[src/rtl/tans_encoder_step_defines.svh]
// ----------------------------------------------------------------------------
// tans_encoder_step_defines.svh
// Assertion macros shared by the tANS encoder step RTL.
// ----------------------------------------------------------------------------
`ifndef TANS_ENCODER_STEP_DEFINES_SVH
`define TANS_ENCODER_STEP_DEFINES_SVH

// same-cycle implication, sampled on clock, off while reset is high
`define TANS_ASSERT_IMP(label, ante, cons, msg) \
   label: assert property (@(posedge clock) disable iff (reset) (ante) |-> (cons)) \
      else $error(msg);

// next-cycle implication, sampled on clock, off while reset is high
`define TANS_ASSERT_NXT(label, ante, cons, msg) \
   label: assert property (@(posedge clock) disable iff (reset) (ante) |=> (cons)) \
      else $error(msg);

`endif

[src/rtl/tans_pkg.sv]
// ----------------------------------------------------------------------------
// tans_pkg
// Types and constants of the tANS encoder step: item layouts, op codes,
// chunk kinds and the back-end sequencer states.
// ----------------------------------------------------------------------------
package tans_pkg;

   localparam int TABLE_W   = 2;
   localparam int SYM_W     = 6;
   localparam int SLOT_W    = 10;
   localparam int STATE_W   = 11;
   localparam int SHIFT_W   = 4;
   localparam int LOG_W     = 4;
   localparam int LEN_W     = 4;
   localparam int OFFSET_W  = 16;
   localparam int COUNT_W   = 7;
   localparam int SYMBOL_W  = 24;
   localparam int VALUE_W   = SYMBOL_W + 1;
   localparam int RAW_W     = 25;
   localparam int ADDR_W    = TABLE_W + SYM_W + SLOT_W;
   localparam int ENTRY_W   = SHIFT_W + STATE_W;
   localparam int MAX_LOG   = 10;
   localparam int MAX_SYMS  = 64;
   localparam int CMD_DEPTH = 2;

   localparam logic [LOG_W-1:0]   RESET_LOG   = LOG_W'(10);
   localparam logic [STATE_W-1:0] RESET_STATE = STATE_W'(1) << RESET_LOG;

   typedef enum logic [1:0] {
      OP_LOAD_CODE   = 2'd0,
      OP_LOAD_HEADER = 2'd1,
      OP_ENCODE      = 2'd2,
      OP_FINISH      = 2'd3
   } op_type;

   typedef enum logic [1:0] {
      KIND_MAIN   = 2'd0,
      KIND_BYPASS = 2'd1,
      KIND_FINAL  = 2'd2
   } kind_type;

   typedef enum logic [1:0] {
      ST_IDLE,
      ST_LOOKUP,
      ST_ESC_RUN,
      ST_ESC_NIB
   } back_state_type;

   typedef struct packed {
      op_type                       operation;
      logic [TABLE_W-1:0]           table_index;
      logic [SYM_W-1:0]             symbol_slot;
      logic [SLOT_W-1:0]            state_slot;
      logic [SHIFT_W-1:0]           entry_shift;
      logic [STATE_W-1:0]           entry_next_state;
      logic signed [OFFSET_W-1:0]   header_offset;
      logic [COUNT_W-1:0]           header_count;
      logic signed [SYMBOL_W-1:0]   symbol_value;
   } req_type;

   typedef struct packed {
      kind_type             chunk_kind;
      logic [STATE_W-1:0]   chunk_bits;
      logic [LEN_W-1:0]     chunk_length;
      logic                 last;
   } rsp_type;

   // classified work for the back end; header loads never get here
   typedef struct packed {
      op_type               op;
      logic [TABLE_W-1:0]   table_index;
      logic [SYM_W-1:0]     sym;
      logic [SLOT_W-1:0]    slot;
      logic [ENTRY_W-1:0]   entry;
      logic                 esc;
      logic [RAW_W-1:0]     raw;
   } cmd_type;

endpackage

[src/rtl/tans_front.sv]
// ----------------------------------------------------------------------------
// tans_front
// Accepts items, applies header loads, maps symbols into their table and
// detects escapes, then hands commands to the back end.
// ----------------------------------------------------------------------------
module tans_front
   import tans_pkg::*;
(
   input  logic    clock,
   input  logic    reset,
   input  logic    push,
   output logic    full,
   input  req_type req_item,
   output logic    cmd_push,
   input  logic    cmd_full,
   output cmd_type cmd_data,
   output logic    busy
);

   // per-table header, count kept as the escape symbol index
   logic signed [OFFSET_W-1:0] hdr_offset_ff [1 << TABLE_W];
   logic [SYM_W-1:0]           hdr_maxv_ff   [1 << TABLE_W];

   // stage 1 registers
   logic                  s1_valid_ff, s1_valid_in;
   op_type                s1_op_ff;
   logic [TABLE_W-1:0]    s1_table_ff;
   logic [SYM_W-1:0]      s1_sym_ff;
   logic [SLOT_W-1:0]     s1_slot_ff;
   logic [ENTRY_W-1:0]    s1_entry_ff;
   logic [VALUE_W-1:0]    s1_value_ff, s1_value_in;
   logic [SYM_W-1:0]      s1_maxv_ff;

   logic                  accept, advance, load_hdr;
   logic [SYM_W-1:0]      maxv_in;
   logic [VALUE_W:0]      diff;
   logic                  neg, above, esc;
   logic [RAW_W-1:0]      raw;

   assign advance  = s1_valid_ff && !cmd_full;
   assign full     = s1_valid_ff && cmd_full;
   assign accept   = push && !full;
   assign load_hdr = accept && (req_item.operation == OP_LOAD_HEADER);
   assign busy     = s1_valid_ff;

   // clamp count into 1..MAX_SYMS, keep count-1
   always_comb begin
      if (req_item.header_count == '0) begin
         maxv_in = '0;
      end else if (req_item.header_count > COUNT_W'(MAX_SYMS)) begin
         maxv_in = SYM_W'(MAX_SYMS - 1);
      end else begin
         maxv_in = SYM_W'(req_item.header_count - 1'b1);
      end
   end

   assign s1_value_in = {req_item.symbol_value[SYMBOL_W-1], req_item.symbol_value}
      - {{(VALUE_W - OFFSET_W){hdr_offset_ff[req_item.table_index][OFFSET_W-1]}},
         hdr_offset_ff[req_item.table_index]};

   always_comb begin
      s1_valid_in = s1_valid_ff;
      if (advance) begin
         s1_valid_in = 1'b0;
      end
      if (accept && !load_hdr) begin
         s1_valid_in = 1'b1;
      end
   end

   always_ff @(posedge clock) begin
      if (reset) begin
         s1_valid_ff <= 1'b0;
      end else begin
         s1_valid_ff <= s1_valid_in;
      end
   end

   always_ff @(posedge clock) begin
      if (load_hdr) begin
         hdr_offset_ff[req_item.table_index] <= req_item.header_offset;
         hdr_maxv_ff[req_item.table_index]   <= maxv_in;
      end
      if (accept && !load_hdr) begin
         s1_op_ff    <= req_item.operation;
         s1_table_ff <= req_item.table_index;
         s1_sym_ff   <= req_item.symbol_slot;
         s1_slot_ff  <= req_item.state_slot;
         s1_entry_ff <= {req_item.entry_shift, req_item.entry_next_state};
         s1_value_ff <= s1_value_in;
         s1_maxv_ff  <= hdr_maxv_ff[req_item.table_index];
      end
   end

   // stage 2: range check and zigzag fold
   assign diff  = {s1_value_ff[VALUE_W-1], s1_value_ff} - {{(VALUE_W + 1 - SYM_W){1'b0}}, s1_maxv_ff};
   assign neg   = s1_value_ff[VALUE_W-1];
   assign above = !diff[VALUE_W];
   assign esc   = neg || above;

   always_comb begin
      if (neg) begin
         raw = ~{s1_value_ff[RAW_W-2:0], 1'b0};
      end else if (above) begin
         raw = {diff[RAW_W-2:0], 1'b0};
      end else begin
         raw = '0;
      end
   end

   always_comb begin
      cmd_data.op          = s1_op_ff;
      cmd_data.table_index = s1_table_ff;
      cmd_data.slot        = s1_slot_ff;
      cmd_data.entry       = s1_entry_ff;
      cmd_data.esc         = 1'b0;
      cmd_data.raw         = raw;
      cmd_data.sym         = s1_sym_ff;
      if (s1_op_ff == OP_ENCODE) begin
         cmd_data.esc = esc;
         cmd_data.sym = esc ? s1_maxv_ff : s1_value_ff[SYM_W-1:0];
      end
   end

   assign cmd_push = s1_valid_ff;

endmodule

[config.mk]
export PLATFORM = sky130hd
export DESIGN_NAME = tans_front
export DESIGN_NICKNAME = d
export VERILOG_FILES = /design/src/rtl/tans_encoder_step_defines.svh /design/src/rtl/tans_pkg.sv /design/src/rtl/tans_front.sv
export SDC_FILE = /design/constraint.sdc
export NUM_CORES = 1
export LEC_CHECK = 0
export BUFFER_PORTS_ARGS = -buffer_cell sky130_fd_sc_hd__buf_2
export CAP_MARGIN = 20
export CELL_PAD_IN_SITES_DETAIL_PLACEMENT = 2
export CELL_PAD_IN_SITES_GLOBAL_PLACEMENT = 2
export CORE_MARGIN = 2
export CORE_UTILIZATION = 35
export DETAILED_ROUTE_END_ITERATION = 6
export GPL_TIMING_DRIVEN = 0
export MAX_ROUTING_LAYER = met4
export PLACE_DENSITY = 0.86
export SYNTH_ARGS = -nofsm -noshare
export SYNTH_HDL_FRONTEND = slang
export SYNTH_SLANG_ARGS = --single-unit
[constraint.sdc]
create_clock -name clock -period 6.5 [get_ports clock]
set_input_delay 1.3 -clock clock [delete_from_list [all_inputs] [get_ports clock]]
set_output_delay 1.3 -clock clock [all_outputs]
set_load 0.005 [all_outputs]
Yosys cells after proc, flatten, opt, wreduce, memory -nomap -nowiden --
Memories as Yosys holds them, arrays and structs flattened. A register that Yosys moved wholly into a read port is not among the register bits. Cells that the tools add are included.
Storage, ports and cells: register bits after elaboration 61, memories kept 2, bits in writable memories 88
Cells by class: $add $sub $neg 3, bitwise logic cells 1, order comparisons 1, reduce and logical (&&, ||, !) cells 12, equality and inequality tests 2, multiplexer cells 11
Memory list:
- hdr_offset_ff | depth 4, width 16, rd ports 1, clocked after Yosys merged registers in 0, wr ports 1, line tans_front.sv:21 | logic signed [OFFSET_W-1:0] hdr_offset_ff [1 << TABLE_W];
- hdr_maxv_ff | depth 4, width 6, rd ports 1, clocked after Yosys merged registers in 1, wr ports 1, line tans_front.sv:22 | logic [SYM_W-1:0] hdr_maxv_ff [1 << TABLE_W];
Operators by type and width (number):
- $mux 25 | 2
- $sub 25x7->26 | 1
- $not 25->25 | 1
- $sub 24x16->25 | 1
- $mux 6 | 4
- $gt 7x7->1 const B | 1
- $logic_not 7->1 | 1
- $sub 6x1->6 const B | 1
- $logic_and 1x1->1 | 5
- $mux 1 | 5
- $logic_not 1->1 | 4
- $eq 2x1->1 const B | 1
- $eq 2x2->1 const B | 1
- $reduce_bool 2->1 | 1
- $logic_or 1x1->1 | 1

Logic depth before layout (Yosys ltp) --
depth in word-level cells 7, depth in mapped cells 14

Worst setup path before layout --
No wires, ideal clock.
path type input to register, start input port req_item[78] (netlist bit), end memory hdr_maxv_ff[0][0], enable pin, library setup time 0.457 ns, path buffers 2, data arrival time 4.031 ns, slack 2.012 ns, cell stages on the path 3, required time 6.043 ns, path through clkbuf_1 -> buf_2 -> nor4_1
RTL lines:
- start, declared | line tans_front.sv:13 | input req_type req_item,
- end, declared | line tans_front.sv:22
No word-level cell before the write port.

==> reports/qor.yml <==
placement.io_buffers: 149
finalWirelength_um: 23500
clk_pin_slew_worst_paths_ns: 0.07
seq_area_um2: 4640
p_int_uw: 1880
final_max_slew_viol_count: 0
grtUsageTotal_pct: 21.2
critical_path_class: "reg2out"
power.density_nw_per_um2: 274
nNetsFinal: 894
synthTopCellsByCount: "edfxtp_1 (154), a21oi_1 (46), inv_1 (43)"
antenna_found_initial: 2
tightest_slew_ns: 0.719
p_sw_share_pct: 28.0
clk-insertion-delay-late_ns: 0.43
gr-usage-met2_pct: 37.5
finalWeightedCongestion: 0.799
grt.overflow.total: 0
cts_hold_buf: 0
crit_path_max_incr_delay_ns: 0.47
synthTopCellsByArea: "edfxtp_1 (60%), mux4_2 (6.4%), ha_1 (5.5%)"
crit_slowest_cell: "nor2_1"
cts_made_buffers: 17
ir_drop_mv: 0.166
clkPwrFrac_pct: 37.1
ys_async_sr_fraction_pct: 0
grt_first_pass_wirelength_um: 36900
cap_violations: 0
drt_iter0_drc: 276
via_per_inst: 5.29
critPathRequiredTime_ns: 5.20
holdWs_ns: 0.596
synth_area_um2: 7750
synthDistinctLibCells: 54
cts_tree: "done"
antenna_left: 0
cts_root_buf: "clkbuf_16"
synthCells: 597
p_leak_uw: 0.00369
wl_per_cell_um: 22.0
cp-start-kind: "flip-flop"
seqPwrFrac_pct: 45.9
arrival_ns: 4.54
drc: 0
dp_hpwl_um: 17900
finalSetupViolCount: 0
multi_input_area_um2: 2870
synth-edff-count: 154
ys_seq_area_share_pct: 59.9
crit_fanout: 10
power_frac_comb_pct: 16.9
coreArea_um2: 21800
yosysTopAreaCell: "edfxtp_1"
start_util_pct: 35.6
final_util_pct: 43.8
die_y_um: 153
rsz0062_at_grt: "no"
grt_start_max_net_pins: 46
drive_gt1_share_pct: 28.4
globalRouteMet3Util_pct: 4.59
hold_viol: 0
io_pins: 150
drt-pass1-iter-count: 5
maxSlewHeadroom_pct: 52.0
grt_pass1_vias: 6325
rows: 54
min_period_over_period_pct: 89.9
nFillCells: 2235
clockBufferDepth: 2
area_growth_pct: 22.8
ys_ff_latch: 155
syn-num-nets: 719
fmax_mhz: 171
switchingPower_uw: 730
crit_path_cell_trace: "ha_1 > a21oi_1 > nor2_1 > nor4_1 > nand4_1 > nor3_1 > ha_1 > clkbuf_1 > inv_1 > nor2_1 > clkbuf_1 > nand2_1 > o22ai_1 > buf_2"
layout_min_cycle_time_ns: 5.84
cts_sinks: 155
top_usage_layer: "met2"
status: "completed"
hp-class: "reg2reg"
cts_setup_buffers: 0
die-area_um2: 23400
synth.most_common_cell: "edfxtp_1"
vias: 5648
fin_skew_ns: 0.0101
htree_levels: 4
end_kind: "output pin"
cts_resized: 0
synth_top_area_share_pct: 59.6
yosysWarnings: 0
use_met1_pct: 24.5
avgSynthCellArea_um2: 13.0
setup_tns_ns: 0
die_x_um: 153
synthFlopType: "edfxtp_1"
## power groups by stage
stage          Clock [µW]  Combinational (µW)  Sequential (µW)
2_1_floorplan           0                 262             1210
3_3_place_gp            0                 402             1210
3_5_place_dp            0                 434             1220
4_1_cts               982                 445             1200
5_1_grt              1020                 488             1200
6_report              967                 442             1200
## worst paths after layout
kind | startpoint | end | slack (ns) | depth (start not counted)
hold / removal | busy | busy | 0.60 | 2
hold reg to reg | busy | busy | 0.60 | 2
setup reg to reg | hdr_offset_ff[2][0] | s1_value_ff[16] | 3.31 | 9
setup / recovery | s1_value_ff[4] | cmd_data[11] | 0.66 | 14
## worst max-delay path, delay by kind of cell (launching register included)
family          cells  cell delay, ns
compound gates      2            0.46
fa+ha+maj           2            0.54
buf+inv             4            1.19
flops               1            0.44
simple gates        6            1.50
## metrics by stage
stage,area [µm²],cells,worst slack [ns],total power (µW)
6_report,9520,1068,0.655,2600
5_1_grt,9520,1066,0.172,2710
4_1_cts,9500,1063,0.730,2620
3_5_place_dp,8930,1032,1.22,1650
3_3_place_gp,8850,1026,0.489,1620
2_1_floorplan,7750,597,2.01,1470
## cell families after synthesis
family	synth area share, %
and+or+nand+nor	8.58
muxes	7.42
xor gates and xnor gates	2.82
adders and majority gates	6.13
DFF	59.9
AOI/OAI and AO/OA	11.9
buffers and inverters	3.28
## area by class of cell
class	instances	area share [%]
Timing Repair Buffer	156	8.75
Tap cell	280	3.68
Buffer	22	0.973
Multi-Input combinational cell	377	30.1
Clock inverter	14	1.42
Antenna cell	4	0.105
Sequential cell	155	48.8
Inverter	43	1.70
Clock buffer	17	4.47
## state kept, by name (all words and copies together), names as in the netlist
signal,cells
s1_table_ff,2
s1_sym_ff,6
s1_entry_ff,15
hdr_maxv_ff,24
s1_maxv_ff,6
s1_value_ff,25
busy,1
s1_slot_ff,10
hdr_offset_ff,64
s1_op_ff,2
## metal layers
layer / wire (µm) / vias to the layer above
li1: - / 2648
met1: 9810 / 2870
met2: 12600 / 109
met3: 798 / 21
met4: 369 / 0
met5: 0 / -
## placed cells by master (no fill, tap or decap), drive strengths merged, types with 19 or more instances in the layout
cell type  synthesis  final
a21oi             46     46
buf                7    163
clkbuf            15     32
edfxtp           154    154
ha                34     34
inv               43     50
mux4              22     22
nand2             40     40
nand3             19     19
nor2              28     28
o21ai             32     32
xnor2             20     20
(Power assumes the default switching activity.)
