### src/rtl/tans_encoder_step_defines.svh
// ----------------------------------------------------------------------------
// tans_encoder_step_defines.svh
// Assertion macros shared by the tANS encoder step RTL.
// ----------------------------------------------------------------------------
`ifndef TANS_ENCODER_STEP_DEFINES_SVH
`define TANS_ENCODER_STEP_DEFINES_SVH

// same-cycle implication, sampled on clock, off while reset is high
`define TANS_ASSERT_IMP(label, ante, cons, msg) \
   label: assert property (@(posedge clock) disable iff (reset) (ante) |-> (cons)) \
      else $error(msg);

// next-cycle implication, sampled on clock, off while reset is high
`define TANS_ASSERT_NXT(label, ante, cons, msg) \
   label: assert property (@(posedge clock) disable iff (reset) (ante) |=> (cons)) \
      else $error(msg);

`endif

### src/rtl/tans_pkg.sv
// ----------------------------------------------------------------------------
// tans_pkg
// Types and constants of the tANS encoder step: item layouts, op codes,
// chunk kinds and the back-end sequencer states.
// ----------------------------------------------------------------------------
package tans_pkg;

   localparam int TABLE_W   = 2;
   localparam int SYM_W     = 6;
   localparam int SLOT_W    = 10;
   localparam int STATE_W   = 11;
   localparam int SHIFT_W   = 4;
   localparam int LOG_W     = 4;
   localparam int LEN_W     = 4;
   localparam int OFFSET_W  = 16;
   localparam int COUNT_W   = 7;
   localparam int SYMBOL_W  = 24;
   localparam int VALUE_W   = SYMBOL_W + 1;
   localparam int RAW_W     = 25;
   localparam int ADDR_W    = TABLE_W + SYM_W + SLOT_W;
   localparam int ENTRY_W   = SHIFT_W + STATE_W;
   localparam int MAX_LOG   = 10;
   localparam int MAX_SYMS  = 64;
   localparam int CMD_DEPTH = 2;

   localparam logic [LOG_W-1:0]   RESET_LOG   = LOG_W'(10);
   localparam logic [STATE_W-1:0] RESET_STATE = STATE_W'(1) << RESET_LOG;

   typedef enum logic [1:0] {
      OP_LOAD_CODE   = 2'd0,
      OP_LOAD_HEADER = 2'd1,
      OP_ENCODE      = 2'd2,
      OP_FINISH      = 2'd3
   } op_type;

   typedef enum logic [1:0] {
      KIND_MAIN   = 2'd0,
      KIND_BYPASS = 2'd1,
      KIND_FINAL  = 2'd2
   } kind_type;

   typedef enum logic [1:0] {
      ST_IDLE,
      ST_LOOKUP,
      ST_ESC_RUN,
      ST_ESC_NIB
   } back_state_type;

   typedef struct packed {
      op_type                       operation;
      logic [TABLE_W-1:0]           table_index;
      logic [SYM_W-1:0]             symbol_slot;
      logic [SLOT_W-1:0]            state_slot;
      logic [SHIFT_W-1:0]           entry_shift;
      logic [STATE_W-1:0]           entry_next_state;
      logic signed [OFFSET_W-1:0]   header_offset;
      logic [COUNT_W-1:0]           header_count;
      logic signed [SYMBOL_W-1:0]   symbol_value;
   } req_type;

   typedef struct packed {
      kind_type             chunk_kind;
      logic [STATE_W-1:0]   chunk_bits;
      logic [LEN_W-1:0]     chunk_length;
      logic                 last;
   } rsp_type;

   // classified work for the back end; header loads never get here
   typedef struct packed {
      op_type               op;
      logic [TABLE_W-1:0]   table_index;
      logic [SYM_W-1:0]     sym;
      logic [SLOT_W-1:0]    slot;
      logic [ENTRY_W-1:0]   entry;
      logic                 esc;
      logic [RAW_W-1:0]     raw;
   } cmd_type;

endpackage

### src/rtl/tans_cmd_fifo.sv
// ----------------------------------------------------------------------------
// tans_cmd_fifo
// Short command queue between front end and back end.
// ----------------------------------------------------------------------------
module tans_cmd_fifo
   import tans_pkg::*;
(
   input  logic    clock,
   input  logic    reset,
   input  logic    wr_en,
   input  cmd_type wr_data,
   output logic    full,
   input  logic    rd_en,
   output cmd_type rd_data,
   output logic    empty
);

   localparam int PTR_W = (CMD_DEPTH > 1) ? $clog2(CMD_DEPTH) : 1;
   localparam int CNT_W = $clog2(CMD_DEPTH + 1);

   cmd_type            slots_ff [CMD_DEPTH];
   logic [PTR_W-1:0]   wr_ptr_ff, wr_ptr_in;
   logic [PTR_W-1:0]   rd_ptr_ff, rd_ptr_in;
   logic [CNT_W-1:0]   count_ff, count_in;
   logic               do_wr, do_rd;

   assign full    = (count_ff == CNT_W'(CMD_DEPTH));
   assign empty   = (count_ff == '0);
   assign do_wr   = wr_en && !full;
   assign do_rd   = rd_en && !empty;
   assign rd_data = slots_ff[rd_ptr_ff];

   always_comb begin
      wr_ptr_in = wr_ptr_ff;
      rd_ptr_in = rd_ptr_ff;
      count_in  = count_ff;
      if (do_wr) begin
         wr_ptr_in = (wr_ptr_ff == PTR_W'(CMD_DEPTH - 1)) ? '0 : PTR_W'(wr_ptr_ff + 1'b1);
      end
      if (do_rd) begin
         rd_ptr_in = (rd_ptr_ff == PTR_W'(CMD_DEPTH - 1)) ? '0 : PTR_W'(rd_ptr_ff + 1'b1);
      end
      if (do_wr && !do_rd) begin
         count_in = CNT_W'(count_ff + 1'b1);
      end else if (do_rd && !do_wr) begin
         count_in = CNT_W'(count_ff - 1'b1);
      end
   end

   always_ff @(posedge clock) begin
      if (reset) begin
         wr_ptr_ff <= '0;
         rd_ptr_ff <= '0;
         count_ff  <= '0;
      end else begin
         wr_ptr_ff <= wr_ptr_in;
         rd_ptr_ff <= rd_ptr_in;
         count_ff  <= count_in;
      end
   end

   always_ff @(posedge clock) begin
      if (do_wr) begin
         slots_ff[wr_ptr_ff] <= wr_data;
      end
   end

endmodule

### config.mk
export PLATFORM = sky130hd
export DESIGN_NAME = tans_cmd_fifo
export DESIGN_NICKNAME = d
export VERILOG_FILES = /design/src/rtl/tans_encoder_step_defines.svh /design/src/rtl/tans_pkg.sv /design/src/rtl/tans_cmd_fifo.sv
export SDC_FILE = /design/constraint.sdc
export NUM_CORES = 1
export LEC_CHECK = 0
export BUFFER_PORTS_ARGS = -buffer_cell sky130_fd_sc_hd__buf_2
export CAP_MARGIN = 20
export CORE_ASPECT_RATIO = 0.6
export CORE_MARGIN = 4
export CORE_UTILIZATION = 35
export DETAILED_ROUTE_END_ITERATION = 7
export PLACE_DENSITY_LB_ADDON = 0.3
export SYNTH_ARGS = -nofsm -noshare
export SYNTH_HDL_FRONTEND = slang
export SYNTH_SLANG_ARGS = --single-unit
### constraint.sdc
create_clock -name clock -period 3.1 [get_ports clock]
set_input_delay 0.31 -clock clock [delete_from_list [all_inputs] [get_ports clock]]
set_output_delay 0.31 -clock clock [all_outputs]
set_load 0.1 [all_outputs]
# Word level (Yosys, flattened, before mapping)
# Memories as Yosys holds them, arrays and structs flattened. A register that Yosys moved wholly into a read port is not among the register bits.
# Cells that the tools add are included.
[word_totals]
reg_bits = 4
mem_bits_rw = 122
inputBits = 65
out_inout_bits = 63
elab_cells = 27
memories = 1
[memory_table]
columns = ["name", "words", "word_bits", "read_ports", "rd_clocked_by_memory_dff", "wr", "line", "source"]
rows = [
  ["slots_ff", 2, 61, 1, 1, 1, "tans_cmd_fifo.sv:21", "cmd_type slots_ff [CMD_DEPTH];"],
]
[classes]
add_sub_neg = 4
mux = 8
n_reduce_logical = 10
eq_ne = 1
[op_table]
columns = ["cell", "n"]
rows = [
  ["1-bit 2-to-1 mux", 6],
  ["1-bit logical AND", 4],
  ["1-bit zero test", 4],
  ["2-bit 2-to-1 mux", 2],
  ["1-bit adder (second input constant)", 2],
  ["2-bit by 1-bit adder with 2-bit output (second input constant)", 1],
  ["2-bit == test (second input constant)", 1],
  ["2-bit zero test", 1],
  ["2-bit nonzero test", 1],
  ["2-bit by 1-bit subtractor with 2-bit output (second input constant)", 1],
]

# Logic depth before layout (Yosys ltp)
# Gate-level depths: netlist of run 1.
[depth]
word_depth = 7
depth_mapped = 6
mapped_depth_nobuf = 6

# Least setup slack after synthesis of run 1
# No wires, ideal clock.
[synth_timing]
path_type = "reg2reg"
start = "register count_ff[1]"
end = "memory slots_ff[1][0] in the netlist's numbering (enable)"
path_slack_ns = 0.366
setup_ns = 0.426
t_required_ns = 2.674
stages_incl_launch_ff = 4
synth_period_minus_slack_ns = 2.734
arrival_time_ns = 2.308
n_path_buf = 0
path_cell_list = "dfxtp_1 -> nor2b_2 -> nor2_1 -> and2_1"
[synth_between]
elab_chain_cells = 5
[synth_rtl]
columns = ["element", "line", "source"]
rows = [
  ["start, declared", "tans_cmd_fifo.sv:24", "logic [CNT_W-1:0] count_ff, count_in;"],
  ["start signal, assigned", "tans_cmd_fifo.sv:58", "count_ff <= count_in;"],
  ["2-bit == test", "tans_cmd_fifo.sv:27", "assign full = (count_ff == CNT_W'(CMD_DEPTH));"],
  ["net full", "tans_cmd_fifo.sv:12", "output logic full,"],
  ["1-bit zero test", "tans_cmd_fifo.sv:29", "assign do_wr = wr_en && !full;"],
  ["1-bit logical AND", "tans_cmd_fifo.sv:29", ""],
  ["net do_wr", "tans_cmd_fifo.sv:25", "logic do_wr, do_rd;"],
  ["1-bit 2-to-1 mux", "tans_cmd_fifo.sv:63", "if (do_wr) begin"],
  ["1-bit 2-to-1 mux (not written as such)", "tans_cmd_fifo.sv:64", "slots_ff[wr_ptr_ff] <= wr_data;"],
  ["end, declared", "tans_cmd_fifo.sv:21", ""],
]
# The timed path passes the listed nets, and every way through them passes these cells.

==> impl_metrics.yaml, run 1 <==
outcome:
  status: "finished clean"
final_layout:
  diodes: 0
  area_growth_pct: 30.9
  stdcell_count: 542
  multiInputGateArea_um2: 798
  drive_gt1_share_pct: 58.9
  final-seq-area_um2: 3760
  layout_commonest_cell: "buf_2"
  final_cell_mix: "buf_2, edfxtp_1, mux2_2, clkbuf_16, clkinv_1"
  fin_nets: 426
  fillers: 1110
  fin_area_um2: 6020
routing:
  via_count: 2442
  vias_per_cell: 4.51
  dr.pass1.iters: 4
  drt_iter0_drc: 121
  avgRoutedWirePerCell_um: 16.6
  antenna_left: 0
  wirelength_um: 9000
  drc: 0
place:
  globalplace.congestion: 0.758
  dp_hpwl_um: 6080
  dpl.cell_count: 511
  post_dp_cell_area_um2: 5490
  io_buffers: 127
die:
  die_h_um: 96.8
  die_x_um: 156
  rows: 32
  pin_count: 128
  fp.coreArea_um2: 12900
  fp.dieArea_um2: 15100
  initial_core_util_pct: 35.8
synth:
  postSynthAreaPerCell_um2: 21.4
  yosysTopAreaCell: "edfxtp_1"
  syn_area_um2: 4600
  yosys-top-cells-area: "edfxtp_1, mux2_2, dfxtp_1, buf_2, xor2_1"
  yosysTopAreaCellShare_pct: 79.6
  synthesis.nets: 281
  yosys_register_bits: 127
  ys_seq_area_share_pct: 81.8
  ys_types: 13
  yosysWarnings: 0
  syn_inst: 215
worst_setup_path:
  r2r_end: "slots_ff[0][6]"
  cp_max_fo: 17
  end_kind: "primary output"
  ff2ff_path_depth: 4
  crit_type: "reg -> out"
  cp_cell_sequence: "buf_4, mux2_2, buf_2"
  critPathLaunchType: "register"
  rrSetupSlack_ns: 1.25
  slowest_delay_ns: 0.63
  cp_data_required_time_ns: 2.79
  crit_family: "buffers and inverters"
  slowest_stage: "dfxtp_2"
  crit_cells: 3
  reg2reg_from: "count_ff[0]"
  worstPathArrival_ns: 2.06
  crit_buf_inv: 2
clock_tree:
  cts_buffer_depth: 2
  clock-sinks: 127
  cts_resized: 0
  htree_levels: 4
  cts_tree: "done"
  cts_made_buffers: 17
  clk_latency_ns: 0.40
  hold_buffers: 0
  postCtsSetupRepairBufs: 0
  path_clk_slew_ns: 0.05
  cts_root_buf: "clkbuf_16"
sta:
  finalSetupViolations: 0
  fin_crit_sh_pct: 76.4
  skew_ns: 0.00651
  rsz0062_at_grt: "no"
  post-route-min-period_ns: 2.37
  maxSlewViolCount: 0
  hold_viol: 0
  fmax_mhz: 422
  hold_ws_ns: 0.101
  relSlewSlack_pct: 66.3
  finalSetupTns_ns: 0
  worst_slew_pin_slew_ns: 0.509
grt:
  first_global_vias: 2608
  overflow: 0
  grt_pass1_wl_um: 13700
  grt_max_degree: 32
  antenna_found_initial: 2
  grtUsageTotal_pct: 12.2
worst_hold_path:
  holdCritStartpoint: "wr_data[46]"
  hp-class: "in -> reg"
  min_to: "slots_ff[1][46]"
  hold_path_depth: 1
run:
  maxCapViolCount: 0
logic make-up after synthesis:
group | share of synthesized area [%]
flip-flops | 81.8
buffers and inverters | 0.924
multiplexers | 14.9
XOR/XNOR | 0.571
AO/OA/AOI/OAI | 0.544
AND/OR/NAND/NOR | 1.01
adder cells (fa/ha/maj) | 0.272
synthesized netlist by cell type:
cell and n:
mux2_2 61, and2_1 1, edfxtp_1 122, nor2b_2 1, dfxtp_1 5, buf_2 7, a21oi_1 2, inv_1 2
xor2_1 3, or3_1 2, o21ai_0 3, nor2_1 5, ha_1 1
routing by layer:
layer | wire [µm] | GRT usage (%)
met1 | 4200 | 16.7
met2 | 3620 | 16.0
met3 | 1060 | 6.79
met4 | 97 | 4.24
met5 | 20 | 0
stage by stage:
stage,worst slack (ns),util (%)
after floorplan,0.366,-
after global placement,1.19,42.7
after detailed placement,1.13,42.7
after CTS,0.705,46.9
after global routing,0.641,46.9
final,0.731,46.9
layout make-up:
class / count / area share (%)
clock buffers: 20 / 7.25
clock inverters: 11 / 1.64
inverters: 2 / 0.125
multi-input cells: 79 / 13.3
flip-flops and latches: 127 / 62.5
well taps: 170 / 3.53
repair buffers: 133 / 11.7
worst max-delay path by stage:
stage	startpoint	endpoint	slack (ns)
final	register	rd_data[58]	0.73
after global routing	register	rd_data[50]	0.64
after CTS	register	rd_data[58]	0.71
after detailed placement	register	rd_data[58]	1.13
after global placement	register	rd_data[50]	1.19
after floorplan	count_ff[1]	slots_ff[1][0]	0.37
flip-flops by register name, summed over array words and instances (netlist names), named ones only:
register	count
slots_ff	122
count_ff	2
rd_ptr_ff	1
wr_ptr_ff	1
Power of run 1 is not shown: default switching activity piles up to over one toggle a cycle in this logic, so the estimate is an artifact.
==> inputs of run 2 (changes only) <==
--- a/config.mk
+++ b/config.mk
@@ -5,6 +5,7 @@
 export SDC_FILE = /design/constraint.sdc
 export NUM_CORES = 1
 export LEC_CHECK = 0
+export ABC_AREA = 1
 export BUFFER_PORTS_ARGS = -buffer_cell sky130_fd_sc_hd__buf_2
 export CAP_MARGIN = 20
 export CORE_ASPECT_RATIO = 0.6
==> constraint.sdc (replaced) <==
create_clock -name clock -period 2.1 [get_ports clock]
set_input_delay 0.21 -clock clock [delete_from_list [all_inputs] [get_ports clock]]
set_output_delay 0.21 -clock clock [all_outputs]
set_load 0.1 [all_outputs]
==> run 2 against run 1 <==
Against the previous run:
- via count grew 11%
- utilization increased by 5.0 points
- critical path depth is the same
- sequential share of layout area decreased by 9.7 points
- final area increased by 18%
- critical path type unchanged
==> impl_metrics.yaml, run 2 <==
outcome:
  status: "finished clean"
final_layout:
  largest_register_ffs: 122
  stdcell_count: 646
  fin_area_um2: 7140
  final_cell_mix: "buf_2, edfxtp_1, mux2_4, dlygate4sd3_1, clkbuf_16"
  layout_commonest_cell: "buf_2"
  regMostFlops: "slots_ff"
  fin_nets: 507
  drive_gt1_share_pct: 52.4
  largestRegisters: "slots_ff (122), count_ff (2)"
  diodes: 0
  area_growth_pct: 44.1
  final-seq-area_um2: 3770
  fillers: 1144
  multiInputGateArea_um2: 1040
clock_tree:
  clock-sinks: 127
  cts_tree: "done"
  cts_root_buf: "clkbuf_16"
  cts_buffer_depth: 2
  cts_made_buffers: 17
  path_clk_slew_ns: 0.05
  clk_latency_ns: 0.40
  htree_levels: 4
grt:
  overflow: 0
  antenna_found_initial: 0
  grtUsageTotal_pct: 11.8
  grt_pass1_wl_um: 14400
  grt_max_degree: 37
  first_global_vias: 2744
synth:
  async_reset_ff_share_pct: 0
  ys_seq_area_share_pct: 76.0
  synthesis.nets: 293
  yosysTopAreaCellShare_pct: 74.0
  postSynthAreaPerCell_um2: 21.8
  synth_ff_type: "edfxtp_1"
  yosys-top-cells-area: "edfxtp_1, mux2_4, buf_12, dfxtp_1, nor2_1"
  yosysTopAreaCell: "edfxtp_1"
  synth.most_common_cell: "edfxtp_1"
  syn_inst: 227
  ys_types: 18
  syn_area_um2: 4950
  yosysWarnings: 0
  yosys_register_bits: 127
  synth_edf_count: 122
  synth_common_cells: "edfxtp_1, mux2_4, nor2_1"
routing:
  drt_iter0_drc: 94
  wl_met2_um: 4180
  drc: 0
  route.met3.wl_um: 731
  vias_per_cell: 4.18
  dr.pass1.iters: 4
  wl_met1_um: 4460
  wirelength_um: 9460
  top_layer: "met4"
  antenna_left: 0
  via_count: 2699
  avgRoutedWirePerCell_um: 14.7
place:
  io_buffers: 127
  dp_hpwl_um: 6020
  dpl.cell_count: 546
  globalplace.congestion: 0.686
  post_dp_cell_area_um2: 5850
worst_setup_path:
  crit_type: "reg -> out"
  crit_buf_inv: 2
  end_kind: "primary output"
  cp_cell_sequence: "buf_12, mux2_4, buf_2"
  worstPathArrival_ns: 1.76
  critPathLaunchType: "register"
  cp_data_required_time_ns: 1.89
  slowest_delay_ns: 0.48
  crit_family: "buffers and inverters"
  cp_max_fo: 21
  slowest_stage: "dfxtp_4"
die:
  rows: 33
  fp.coreArea_um2: 13700
  pin_count: 128
  fp.dieArea_um2: 16200
  die_x_um: 162
  die_h_um: 100
  initial_core_util_pct: 36.0
worst_hold_path:
  hp-class: "in -> reg"
sta:
  hold_viol: 0
  worst_slew_pin_slew_ns: 0.508
  rsz0062_at_grt: "no"
  maxSlewViolCount: 0
  relSlewSlack_pct: 66.1
  post-route-min-period_ns: 1.97
  skew_ns: 0.00874
  fmax_mhz: 509
  finalSetupViolations: 0
  fin_crit_sh_pct: 93.6
run:
  maxCapViolCount: 0
pwr:
  power_density_nw_per_um2: 1530
  leakage_nw: 2.86
  irDropWorstVdd_mv: 0.790
[run 2: changes by cell type in the layout (fill, tap and decap cells not counted), sizes merged, moves of 4 or more]
cell         previous run  this run
dlygate4sd3             0        58
buf                   133       144
inv                     2         9
clkinv                  8         4
nand2                   0         4
nor2                    5         9
[run 2: per-stage QoR]
step	utilization, %	hold WS [ns]	total power, mW	setup slack [ns]	setup TNS, ns
global route	51.9	0.00103	11.3	0.0839	0
floorplan	-	0.309	7.20	-0.435	-53.12
global placement	42.6	0.397	7.73	0.477	0
detailed placement	42.6	0.401	7.77	0.468	0
finish	51.9	0.0212	11.0	0.134	0
CTS	51.1	0.00235	11.0	0.0262	0
[run 2: layout make-up]
type / count / area share [%]
Sequential cell: 127 / 52.8
Inverter: 9 / 0.473
Tap cell: 192 / 3.37
Clock buffer: 20 / 6.12
Clock inverter: 12 / 2.68
Multi-Input combinational cell: 84 / 14.6
Timing Repair Buffer: 202 / 20.0
[run 2: final timing paths]
kind               startpoint              to  slack (ns)  depth (start not counted)
setup / recovery     register     rd_data[40]        0.13                          3
hold / removal     wr_data[7]  slots_ff[0][7]        0.02                          1
hold reg to reg     wr_ptr_ff       wr_ptr_ff        0.55                          2
setup reg to reg  count_ff[1]     count_ff[1]        0.47                          9
[run 2: where the power goes]
part / internal (mW) / total (mW) / switching (mW)
Sequential: 3.21 / 3.34 / 0.132
Clock: 2.09 / 3.10 / 1.01
Combinational: 1.12 / 4.51 / 3.38
[run 2: kinds of logic after synthesis]
family / after synthesis / synth area share [%]
fa+ha+maj: 1 / 0.253
mux: 61 / 18.4
flops: 127 / 76.0
simple gates: 16 / 1.34
compound gates: 6 / 0.682
buf+inv: 16 / 3.33
[run 2: worst reg2reg max path, delay by kind of cell, from the launching register on]
kind                     cells  cell delay, ns
AO/OA/AOI/OAI                1            0.29
adder cells (fa/ha/maj)      1            0.34
buffers and inverters        4            0.33
flip-flops                   1            0.37
AND/OR/NAND/NOR              3            0.24
[run 2: repair_timing]
| action | in CTS | in global routing |
|---|---|---|
| setup endpoints to repair | 0 | 18 |
| hold buffers | 55 | 3 |
| endpoints found under the hold margin | 110 | 6 |
| gates resized for setup | 0 | 0 |
| buffers inserted | 0 | 10 |
[run 2: metal layers]
layer | vias to the layer above | track usage, %
met1 | 1285 | 15.5
li1 | 1303 | -
met4 | 0 | 3.74
met5 | - | 0
met2 | 100 | 17.6
met3 | 11 | 5.42
No activity file was read; power rests on OpenSTA's default activity.
